**src/rtl/core/shqn_pkg.sv**
```systemverilog
package shqn_pkg;

    // configuration register indexes
    localparam logic [1:0] CFG_INTERVAL_STEPS = 2'd0;
    localparam logic [1:0] CFG_FILTER_GAIN    = 2'd1;
    localparam logic [1:0] CFG_FILTER_NORM    = 2'd2;

    // configuration reset values
    localparam logic [3:0]  STEPS_RESET = 4'd1;
    localparam logic [15:0] GAIN_RESET  = 16'd76;
    localparam logic [15:0] NORM_RESET  = 16'd64336;
    localparam logic [3:0]  STEPS_MAX   = 4'd12;
    localparam logic [3:0]  STEPS_MIN   = 4'd1;

    // schmitt thresholds at 12288 lsb per volt
    localparam logic signed [18:0] CLK_HIGH = 19'sd24576;
    localparam logic signed [18:0] CLK_LOW  = 19'sd1228;

    // field widths
    localparam int SAMPLE_W = 19;
    localparam int MEM_W    = 24;
    localparam int MUL_A_W  = 20;
    localparam int MUL_B_W  = 17;
    localparam int PROD_W   = MUL_A_W + MUL_B_W;
    localparam int DIV_STEPS = 9;

    typedef enum logic [3:0] {
        ST_IDLE,
        ST_MUL_IN,
        ST_SUM,
        ST_MUL_LO,
        ST_MUL_HI,
        ST_OUT,
        ST_MUL_FB,
        ST_WB,
        ST_TRIG,
        ST_DIV,
        ST_QUANT,
        ST_DONE
    } state_t;

endpackage

```
**src/rtl/core/shqn_ram.sv**
```systemverilog
module shqn_ram #(
    parameter int WIDTH = 24,
    parameter int DEPTH = 48,
    localparam int AW = (DEPTH > 1) ? $clog2(DEPTH) : 1
) (
    input  logic             clk,
    input  logic             we,
    input  logic [AW-1:0]    waddr,
    input  logic [WIDTH-1:0] wdata,
    input  logic             re,
    input  logic [AW-1:0]    raddr,
    output logic [WIDTH-1:0] rdata
);

    logic [WIDTH-1:0] mem [DEPTH];
    logic [WIDTH-1:0] rdata_reg;

    always_ff @(posedge clk) begin
        if (we) begin
            mem[waddr] <= wdata;
        end
        if (re) begin
            rdata_reg <= mem[raddr];
        end
    end

    assign rdata = rdata_reg;

endmodule

```
**src/rtl/core/sample_hold_quantizer_noise.sv**
```systemverilog
// a connected item passes the schmitt trigger and the quantizer; a filtered-noise
// item first passes the lowpass filter; an out-of-range bank or channel is answered
// with zeros; an in-range item runs the 9-step remainder loop of the quantizer and,
// if filtered, 4 passes through the shared 20x17 multiplier; one item at a time
// reset: synchronous active-low aresetn clears the sequencer, output valid, filter
// valid bits, triggers, hold registers and config; no clearing pass is needed
module sample_hold_quantizer_noise #(
    parameter int CHANNELS = 16,
    parameter int BANKS    = 3
) (
    input  logic                aclk,
    input  logic                aresetn,
    // configuration write port
    input  logic                cfg_we,
    input  logic [1:0]          cfg_index,
    input  logic [15:0]         cfg_data,
    // input channel
    input  logic                s_valid,
    output logic                s_ready,
    input  logic [1:0]          s_bank,
    input  logic [3:0]          s_channel,
    input  logic                s_connected,
    input  logic signed [18:0]  s_signal_sample,
    input  logic signed [18:0]  s_noise_sample,
    input  logic signed [18:0]  s_clock_sample,
    // result channel
    output logic                m_valid,
    input  logic                m_ready,
    output logic [1:0]          m_out_bank,
    output logic [3:0]          m_out_channel,
    output logic signed [18:0]  m_held_value,
    output logic signed [18:0]  m_quantized_value
);
    import shqn_pkg::*;

    localparam int DEPTH = BANKS * CHANNELS;
    localparam int AW    = (DEPTH > 1) ? $clog2(DEPTH) : 1;
    localparam int BW    = (BANKS > 1) ? $clog2(BANKS) : 1;

    // configuration registers
    logic [3:0]  steps_reg;
    logic [15:0] gain_reg;
    logic [15:0] norm_reg;

    // sequencer
    state_t state_reg, state_next;
    logic [3:0] cnt_reg;

    // latched transaction
    logic [1:0]              bank_reg;
    logic [3:0]              chan_reg;
    logic signed [18:0]      noise_reg;
    logic signed [18:0]      clk_reg;
    logic [AW-1:0]           addr_reg;

    // datapath
    logic signed [18:0]      v_reg;       // value offered to the hold register
    logic signed [MEM_W-1:0] mem_reg;     // filter memory of this channel
    logic signed [PROD_W-1:0] prod_reg;   // shared multiplier output
    logic signed [PROD_W-1:0] acc_reg;    // low partial product of s * norm
    logic signed [PROD_W-1:0] s_reg;      // in * gain + mem * 4096
    logic [19:0]             rem_reg;
    logic [19:0]             absx_reg;
    logic                    neg_reg;
    logic [21:0]             dsr_reg;     // divisor shifted, starts at q << 8
    logic signed [18:0]      held_res_reg;
    logic signed [18:0]      quant_res_reg;

    // per-bank state and filter valid bits
    logic                    trig_reg [BANKS];
    logic signed [18:0]      hold_reg [BANKS];
    logic [DEPTH-1:0]        fvalid_reg;

    // output register
    logic                    m_valid_reg;
    logic [1:0]              out_bank_reg;
    logic [3:0]              out_chan_reg;
    logic signed [18:0]      out_held_reg;
    logic signed [18:0]      out_quant_reg;

    // combinational
    logic                    accept;
    logic                    in_range;
    logic [7:0]              addr_full;
    logic                    out_load;
    logic signed [MUL_A_W-1:0] mul_a;
    logic signed [MUL_B_W-1:0] mul_b;
    logic                    ram_we;
    logic [MEM_W-1:0]        ram_rdata;
    logic [3:0]              steps_sat;
    logic [BW-1:0]           bidx;
    logic signed [54:0]      total;
    logic signed [18:0]      lp_out;
    logic signed [PROD_W-1:0] fb_round;
    logic signed [25:0]      mem_sum;
    logic signed [MEM_W-1:0] mem_new;
    logic                    rise;
    logic signed [18:0]      held_new;
    logic signed [19:0]      xq;
    logic [19:0]             mag;
    logic signed [19:0]      quant_full;

    assign accept   = s_valid && s_ready;
    assign addr_full = 8'(s_bank) * 8'(CHANNELS) + 8'(s_channel);
    assign in_range = ({30'd0, s_bank} < BANKS) && ({28'd0, s_channel} < CHANNELS);
    assign bidx     = BW'(bank_reg);

    // step count clipped to 1..12
    always_comb begin
        if (steps_reg < STEPS_MIN) begin
            steps_sat = STEPS_MIN;
        end else if (steps_reg > STEPS_MAX) begin
            steps_sat = STEPS_MAX;
        end else begin
            steps_sat = steps_reg;
        end
    end

    // configuration writes
    always_ff @(posedge aclk) begin
        if (!aresetn) begin
            steps_reg <= STEPS_RESET;
            gain_reg  <= GAIN_RESET;
            norm_reg  <= NORM_RESET;
        end else if (cfg_we) begin
            unique case (cfg_index)
                CFG_INTERVAL_STEPS: steps_reg <= cfg_data[3:0];
                CFG_FILTER_GAIN:    gain_reg  <= cfg_data;
                CFG_FILTER_NORM:    norm_reg  <= cfg_data;
                default: ;
            endcase
        end
    end

    // filter memory, one word per bank and channel
    shqn_ram #(
        .WIDTH(MEM_W),
        .DEPTH(DEPTH)
    ) u_fmem (
        .clk   (aclk),
        .we    (ram_we),
        .waddr (addr_reg),
        .wdata (mem_new),
        .re    (accept && in_range),
        .raddr (AW'(addr_full)),
        .rdata (ram_rdata)
    );

    // state register
    always_ff @(posedge aclk) begin
        if (!aresetn) begin
            state_reg <= ST_IDLE;
        end else begin
            state_reg <= state_next;
        end
    end

    // next state, multiplier operand select and strobes
    always_comb begin
        state_next = state_reg;
        s_ready    = 1'b0;
        ram_we     = 1'b0;
        out_load   = 1'b0;
        mul_a      = '0;
        mul_b      = '0;
        unique case (state_reg)
            ST_IDLE: begin
                s_ready = 1'b1;
                if (s_valid) begin
                    if (!in_range) begin
                        state_next = ST_DONE;
                    end else if (s_connected) begin
                        state_next = ST_TRIG;
                    end else begin
                        state_next = ST_MUL_IN;
                    end
                end
            end
            ST_MUL_IN: begin
                mul_a      = MUL_A_W'(noise_reg);
                mul_b      = {1'b0, gain_reg};
                state_next = ST_SUM;
            end
            ST_SUM: begin
                state_next = ST_MUL_LO;
            end
            ST_MUL_LO: begin
                mul_a      = {2'b00, s_reg[17:0]};
                mul_b      = {1'b0, norm_reg};
                state_next = ST_MUL_HI;
            end
            ST_MUL_HI: begin
                mul_a      = {s_reg[PROD_W-1], s_reg[PROD_W-1:18]};
                mul_b      = {1'b0, norm_reg};
                state_next = ST_OUT;
            end
            ST_OUT: begin
                state_next = ST_MUL_FB;
            end
            ST_MUL_FB: begin
                mul_a      = MUL_A_W'(noise_reg) - MUL_A_W'(v_reg);
                mul_b      = {1'b0, gain_reg};
                state_next = ST_WB;
            end
            ST_WB: begin
                ram_we     = 1'b1;
                state_next = ST_TRIG;
            end
            ST_TRIG: begin
                state_next = ST_DIV;
            end
            ST_DIV: begin
                if (cnt_reg == 4'd0) begin
                    state_next = ST_QUANT;
                end
            end
            ST_QUANT: begin
                state_next = ST_DONE;
            end
            ST_DONE: begin
                if (!m_valid_reg || m_ready) begin
                    out_load   = 1'b1;
                    state_next = ST_IDLE;
                end
            end
            default: begin
                state_next = ST_IDLE;
            end
        endcase
    end

    // s * norm = (s_hi * norm) << 18 + s_lo * norm, rounded half up at bit 28
    assign total = {prod_reg, 18'd0} + {{18{acc_reg[PROD_W-1]}}, acc_reg}
                 + 55'sd134217728;

    // saturate the lowpass output to 19 bits
    always_comb begin
        if (total[54:46] == {9{total[46]}}) begin
            lp_out = total[46:28];
        end else if (total[54]) begin
            lp_out = 19'sh40000;
        end else begin
            lp_out = 19'sh3FFFF;
        end
    end

    // memory update: round((in - out) * gain / 4096) + out, saturated to 24 bits
    assign fb_round = prod_reg + 37'sd2048;
    assign mem_sum  = {fb_round[PROD_W-1], fb_round[PROD_W-1:12]}
                    + 26'(v_reg);

    always_comb begin
        if (mem_sum[25:23] == {3{mem_sum[23]}}) begin
            mem_new = mem_sum[23:0];
        end else if (mem_sum[25]) begin
            mem_new = 24'sh800000;
        end else begin
            mem_new = 24'sh7FFFFF;
        end
    end

    // schmitt trigger edge and quantizer offset
    assign rise     = !trig_reg[bidx] && (clk_reg >= CLK_HIGH);
    assign held_new = rise ? v_reg : hold_reg[bidx];
    assign xq       = 20'(held_new) - {7'd0, steps_sat, 9'd0};

    // trunc(x / q) * q is |x| minus its remainder, with the sign of x
    assign mag        = absx_reg - rem_reg;
    assign quant_full = neg_reg ? -$signed(mag) : $signed(mag);

    // datapath registers
    always_ff @(posedge aclk) begin
        if (accept) begin
            bank_reg  <= s_bank;
            chan_reg  <= s_channel;
            noise_reg <= s_noise_sample;
            clk_reg   <= s_clock_sample;
            addr_reg  <= AW'(addr_full);
            v_reg     <= s_signal_sample;
            if (!in_range) begin
                held_res_reg  <= '0;
                quant_res_reg <= '0;
            end
        end
        if (state_reg == ST_MUL_IN || state_reg == ST_MUL_LO || state_reg == ST_MUL_HI
                || state_reg == ST_MUL_FB) begin
            prod_reg <= mul_a * mul_b;
        end
        unique case (state_reg)
            ST_MUL_IN: begin
                mem_reg <= fvalid_reg[addr_reg] ? ram_rdata : '0;
            end
            ST_SUM: begin
                s_reg <= prod_reg + {mem_reg[MEM_W-1], mem_reg, 12'd0};
            end
            ST_MUL_HI: begin
                acc_reg <= prod_reg;
            end
            ST_OUT: begin
                v_reg <= lp_out;
            end
            ST_TRIG: begin
                held_res_reg <= held_new;
                neg_reg      <= xq[19];
                absx_reg     <= xq[19] ? 20'(-xq) : 20'(xq);
                rem_reg      <= xq[19] ? 20'(-xq) : 20'(xq);
                dsr_reg      <= {steps_sat, 18'd0};
            end
            ST_DIV: begin
                // one restoring step per cycle
                if ({2'b00, rem_reg} >= dsr_reg) begin
                    rem_reg <= rem_reg - dsr_reg[19:0];
                end
                dsr_reg <= dsr_reg >> 1;
            end
            ST_QUANT: begin
                quant_res_reg <= quant_full[18:0];
            end
            default: ;
        endcase
    end

    // step counter of the remainder loop
    always_ff @(posedge aclk) begin
        if (!aresetn) begin
            cnt_reg <= '0;
        end else if (state_reg == ST_TRIG) begin
            cnt_reg <= 4'(DIV_STEPS - 1);
        end else if (state_reg == ST_DIV) begin
            cnt_reg <= cnt_reg - 4'd1;
        end
    end

    // per-bank trigger and hold, filter valid bits
    always_ff @(posedge aclk) begin
        if (!aresetn) begin
            fvalid_reg <= '0;
            for (int i = 0; i < BANKS; i++) begin
                trig_reg[i] <= 1'b0;
                hold_reg[i] <= '0;
            end
        end else begin
            if (ram_we) begin
                fvalid_reg[addr_reg] <= 1'b1;
            end
            if (state_reg == ST_TRIG) begin
                if (trig_reg[bidx]) begin
                    if (clk_reg <= CLK_LOW) begin
                        trig_reg[bidx] <= 1'b0;
                    end
                end else if (rise) begin
                    trig_reg[bidx] <= 1'b1;
                    hold_reg[bidx] <= v_reg;
                end
            end
        end
    end

    // output register: the next transaction may enter while a result waits
    always_ff @(posedge aclk) begin
        if (!aresetn) begin
            m_valid_reg <= 1'b0;
        end else if (out_load) begin
            m_valid_reg <= 1'b1;
        end else if (m_ready) begin
            m_valid_reg <= 1'b0;
        end
    end

    always_ff @(posedge aclk) begin
        if (out_load) begin
            out_bank_reg  <= bank_reg;
            out_chan_reg  <= chan_reg;
            out_held_reg  <= held_res_reg;
            out_quant_reg <= quant_res_reg;
        end
    end

    assign m_valid           = m_valid_reg;
    assign m_out_bank        = out_bank_reg;
    assign m_out_channel     = out_chan_reg;
    assign m_held_value      = out_held_reg;
    assign m_quantized_value = out_quant_reg;

endmodule

```
**config.mk**
```make
export PLATFORM = sky130hd
export DESIGN_NAME = sample_hold_quantizer_noise
export DESIGN_NICKNAME = d
export VERILOG_FILES = /design/src/rtl/core/shqn_pkg.sv /design/src/rtl/core/shqn_ram.sv /design/src/rtl/core/sample_hold_quantizer_noise.sv
export SDC_FILE = /design/constraint.sdc
export NUM_CORES = 2
export LEC_CHECK = 0
export BUFFER_PORTS_ARGS = -buffer_cell sky130_fd_sc_hd__buf_2
export CAP_MARGIN = 20
export CORE_MARGIN = 3
export CORE_UTILIZATION = 45
export CTS_CLUSTER_DIAMETER = 120
export DETAILED_ROUTE_END_ITERATION = 10
export GPL_TIMING_DRIVEN = 0
export SYNTH_ARGS = -nofsm -noshare
export SYNTH_HDL_FRONTEND = slang
export SYNTH_SLANG_ARGS = --single-unit
```
**constraint.sdc**
```tcl
create_clock -name aclk -period 24.7 [get_ports aclk]
set_input_delay 1.235 -clock aclk [delete_from_list [all_inputs] [get_ports aclk]]
set_output_delay 1.235 -clock aclk [all_outputs]
set_load 0.01 [all_outputs]
```
==> results.py <==
metrics = {
    "status": {
        "status": "completed",
    },
    "yosys": {
        "ys_top_cells_by_count": "edfxtp_1, inv_1, nand2_1",
        "yosysTopAreaCell": "edfxtp_1",
        "synth_most_common_cell": "edfxtp_1",
        "synth_edf_count": 1577,
        "ys_ff_latch": 1675,
        "synthesis.area_um2": 82870,
        "syn_nets": 6156,
        "synth_top_cell_area_share_pct": 57.14,
        "seq_area_frac_synth_pct": 59.51,
        "yosys_warnings": 0,
        "synth_cell_type_count": 81,
        "synthTopCellsByArea": "edfxtp_1, mux4_2, fa_1",
        "ys.flop_type": "edfxtp_1",
        "synth_area_per_cell_um2": 15.14,
        "async_reset_ff_share_pct": 0,
        "synthCells": 5472,
    },
    "route": {
        "dr_total_vias": 48340,
        "drt-initial-drc-count": 4738,
        "vias_per_cell": 5.693,
        "drt_first_pass_iters": 7,
        "wl_per_cell_um": 26.48,
        "wl_mm": 224.9,
        "ant_nets": 0,
        "drc": 0,
    },
    "global_route": {
        "grt_max_degree": 38,
        "grtUsageTotal_pct": 23.80,
        "antenna_found_initial": 1,
        "grt_pass1_wl_mm": 331.9,
        "grt_overflow": 0,
        "grt_pass1_vias": 48990,
    },
    "cts": {
        "clk_pin_slew_ns": 0.06,
        "cts_resized": 0,
        "htree_num_levels": 4,
        "post_cts_buffers": 0,
        "cts_tree": "yes",
        "numCtsBuffers": 171,
        "clkLatencyLatePin_ns": 0.80,
        "root_buffer": "clkbuf_16",
        "cts_hold_buf": 0,
        "cts.sinks": 1675,
        "clk_path_buf_depth": 3,
    },
    "critical_path": {
        "cp_common_cell": "fa_1",
        "cp_data_required_time_ns": 25.30,
        "start_kind": "flop",
        "crit_path_end_kind": "flop",
        "arrival_ns": 11.88,
        "path_class": "flop to flop",
        "max_stage_delay_ns": 0.93,
        "critPathSlowestCell": "o21ai_1",
        "r2r_cells": 35,
        "r2r-end": "prod_reg[34]$_DFFE_PP_",
        "r2r_start": "v_reg[1]$_DFFE_PP_",
        "crit_path_max_fanout": 9,
        "rrSetupSlack_ns": 13.42,
    },
    "run": {
        "max-cap-violations": 0,
    },
    "floorplanning": {
        "fp.dieW_um": 435.1,
        "dieArea_um2": 189300,
        "die_h_um": 435.1,
        "placement_rows": 156,
        "core_area_um2": 181900,
        "top_level_ports": 133,
        "initial_core_util_pct": 45.55,
    },
    "timing": {
        "finalWorstSetupSlack_ns": 13.42,
        "slew_headroom_pct": 16.67,
        "period_share_pct": 45.69,
        "finalSetupTns_ns": 0,
        "drv_slew": 0,
        "max_slew.worst_pin.slew_ns": 1.242,
        "hold_slack_ns": 0.3940,
        "rsz0062_at_grt": "no",
        "hold_violations": 0,
        "min_period_ns": 11.28,
        "setup_viol": 0,
        "skew_ns": 0.03144,
        "timing.fmax_mhz": 88.62,
    },
    "hold_path": {
        "hold_path_class": "flop to flop",
        "min_from": "quant_res_reg[17]$_SDFFCE_PN0P_",
        "min_to": "m_quantized_value[17]$_DFFE_PP_",
        "min_path_cells": 0,
    },
    "cells_and_area": {
        "seqCellArea_um2": 49320,
        "syn_to_final_growth_pct": 14.90,
        "multiInputGateArea_um2": 31510,
        "largest_reg_flops": 1152,
        "final_nets": 6587,
        "final_cell_area_um2": 95220,
        "drive_gt1_share_pct": 16.89,
        "finalNonFillerCells": 8492,
        "nFillCells": 15000,
    },
    "placement": {
        "gp_congestion": 0.9546,
        "dp_cells": 8164,
        "io_buffers": 132,
        "place_area_um2": 89400,
        "dp_slack_ns": 13.59,
        "post-dp-hpwl_mm": 164.8,
    },
    "power": {
        "power_leakage_nw": 34.46,
        "ir_drop_mv": 0.09948,
        "pwr_density_cell_nw_per_um2": 90.79,
    },
}
-- layout make-up --
| class | instances | share of cell area, % |
|---|---|---|
| flip-flops and latches | 1675 | 51.79 |
| clock inverters | 94 | 1.041 |
| diodes | 4 | 0.01051 |
| clock buffers | 215 | 4.800 |
| multi-input cells | 3086 | 33.10 |
| plain buffers | 221 | 0.9001 |
| inverters | 490 | 1.932 |
| well taps | 2449 | 3.218 |
| repair buffers | 258 | 3.209 |
-- power breakdown --
group / switching [mW] / leakage [nW] / internal [mW]
Clock: 1.10 / 2.71 / 1.47
Combinational: 1.52 / 16.6 / 0.675
Sequential: 0.0908 / 15.1 / 3.79
-- how the worst max path moves through the flow --
stage,start,slack (ns),cells past startpoint,to
final,v_reg[1]$_DFFE_PP_,13.42,35,prod_reg[34]$_DFFE_PP_
after global routing,v_reg[1]$_DFFE_PP_,13.05,36,prod_reg[34]$_DFFE_PP_
after CTS,v_reg[1]$_DFFE_PP_,13.57,35,prod_reg[34]$_DFFE_PP_
after detailed placement,v_reg[1]$_DFFE_PP_,13.59,35,prod_reg[34]$_DFFE_PP_
after global placement,v_reg[1]$_DFFE_PP_,12.94,36,prod_reg[36]$_DFFE_PP_
after floorplan,v_reg[2]$_DFFE_PP_,15.72,35,prod_reg[36]$_DFFE_PP_
-- placed cells by master (no fill, tap or decap), types with 59 or more instances in the layout --
| master | count |
|---|---|
| edfxtp_1 | 1577 |
| and2_1 | 59 |
| o21ai_0 | 135 |
| buf_2 | 139 |
| xor2_1 | 89 |
| mux4_2 | 388 |
| nand2_1 | 427 |
| clkbuf_16 | 176 |
| a21oi_1 | 143 |
| dfxtp_1 | 98 |
| o21a_1 | 76 |
| nand3_1 | 71 |
| xnor2_1 | 130 |
| inv_1 | 488 |
| ha_1 | 276 |
| clkbuf_1 | 207 |
| nor2_1 | 230 |
| fa_1 | 321 |
| nor3_1 | 73 |
| nor2b_1 | 80 |
-- critical path, delay by kind of cell (launching register included) --
kind	cells	cell delay [ns]
compound gates	11	3.70
buf+inv	4	0.45
fa+ha+maj	8	3.98
simple gates	11	2.00
xor+xnor	1	0.17
flops	1	0.79
-- layer usage --
metal | part of all wire [%] | up-vias | GRT usage, %
li1 | - | 21170 | -
met3 | 7.1 | 374 | 3.849
met2 | 47 | 1777 | 38.17
met1 | 42 | 25020 | 33.24
met4 | 3.7 | 0 | 8.136
met5 | 0 | - | 0
-- cell families after synthesis --
logic type | count (synthesis) | share of synthesized area [%]
buffers and inverters | 711 | 3.249
multiplexers | 440 | 11.18
XOR/XNOR | 219 | 2.315
adder cells (fa/ha/maj) | 603 | 11.99
AND/OR/NAND/NOR | 1152 | 6.409
flip-flops | 1675 | 59.51
AO/OA/AOI/OAI | 672 | 5.337
-- metrics by stage --
stage	util, %	total power, mW
final	52.34	8.645
after global routing	52.34	8.987
after CTS	52.20	8.689
after detailed placement	49.15	6.118
after global placement	47.60	5.966
after floorplan	-	5.104
(Power assumes the default switching activity.)
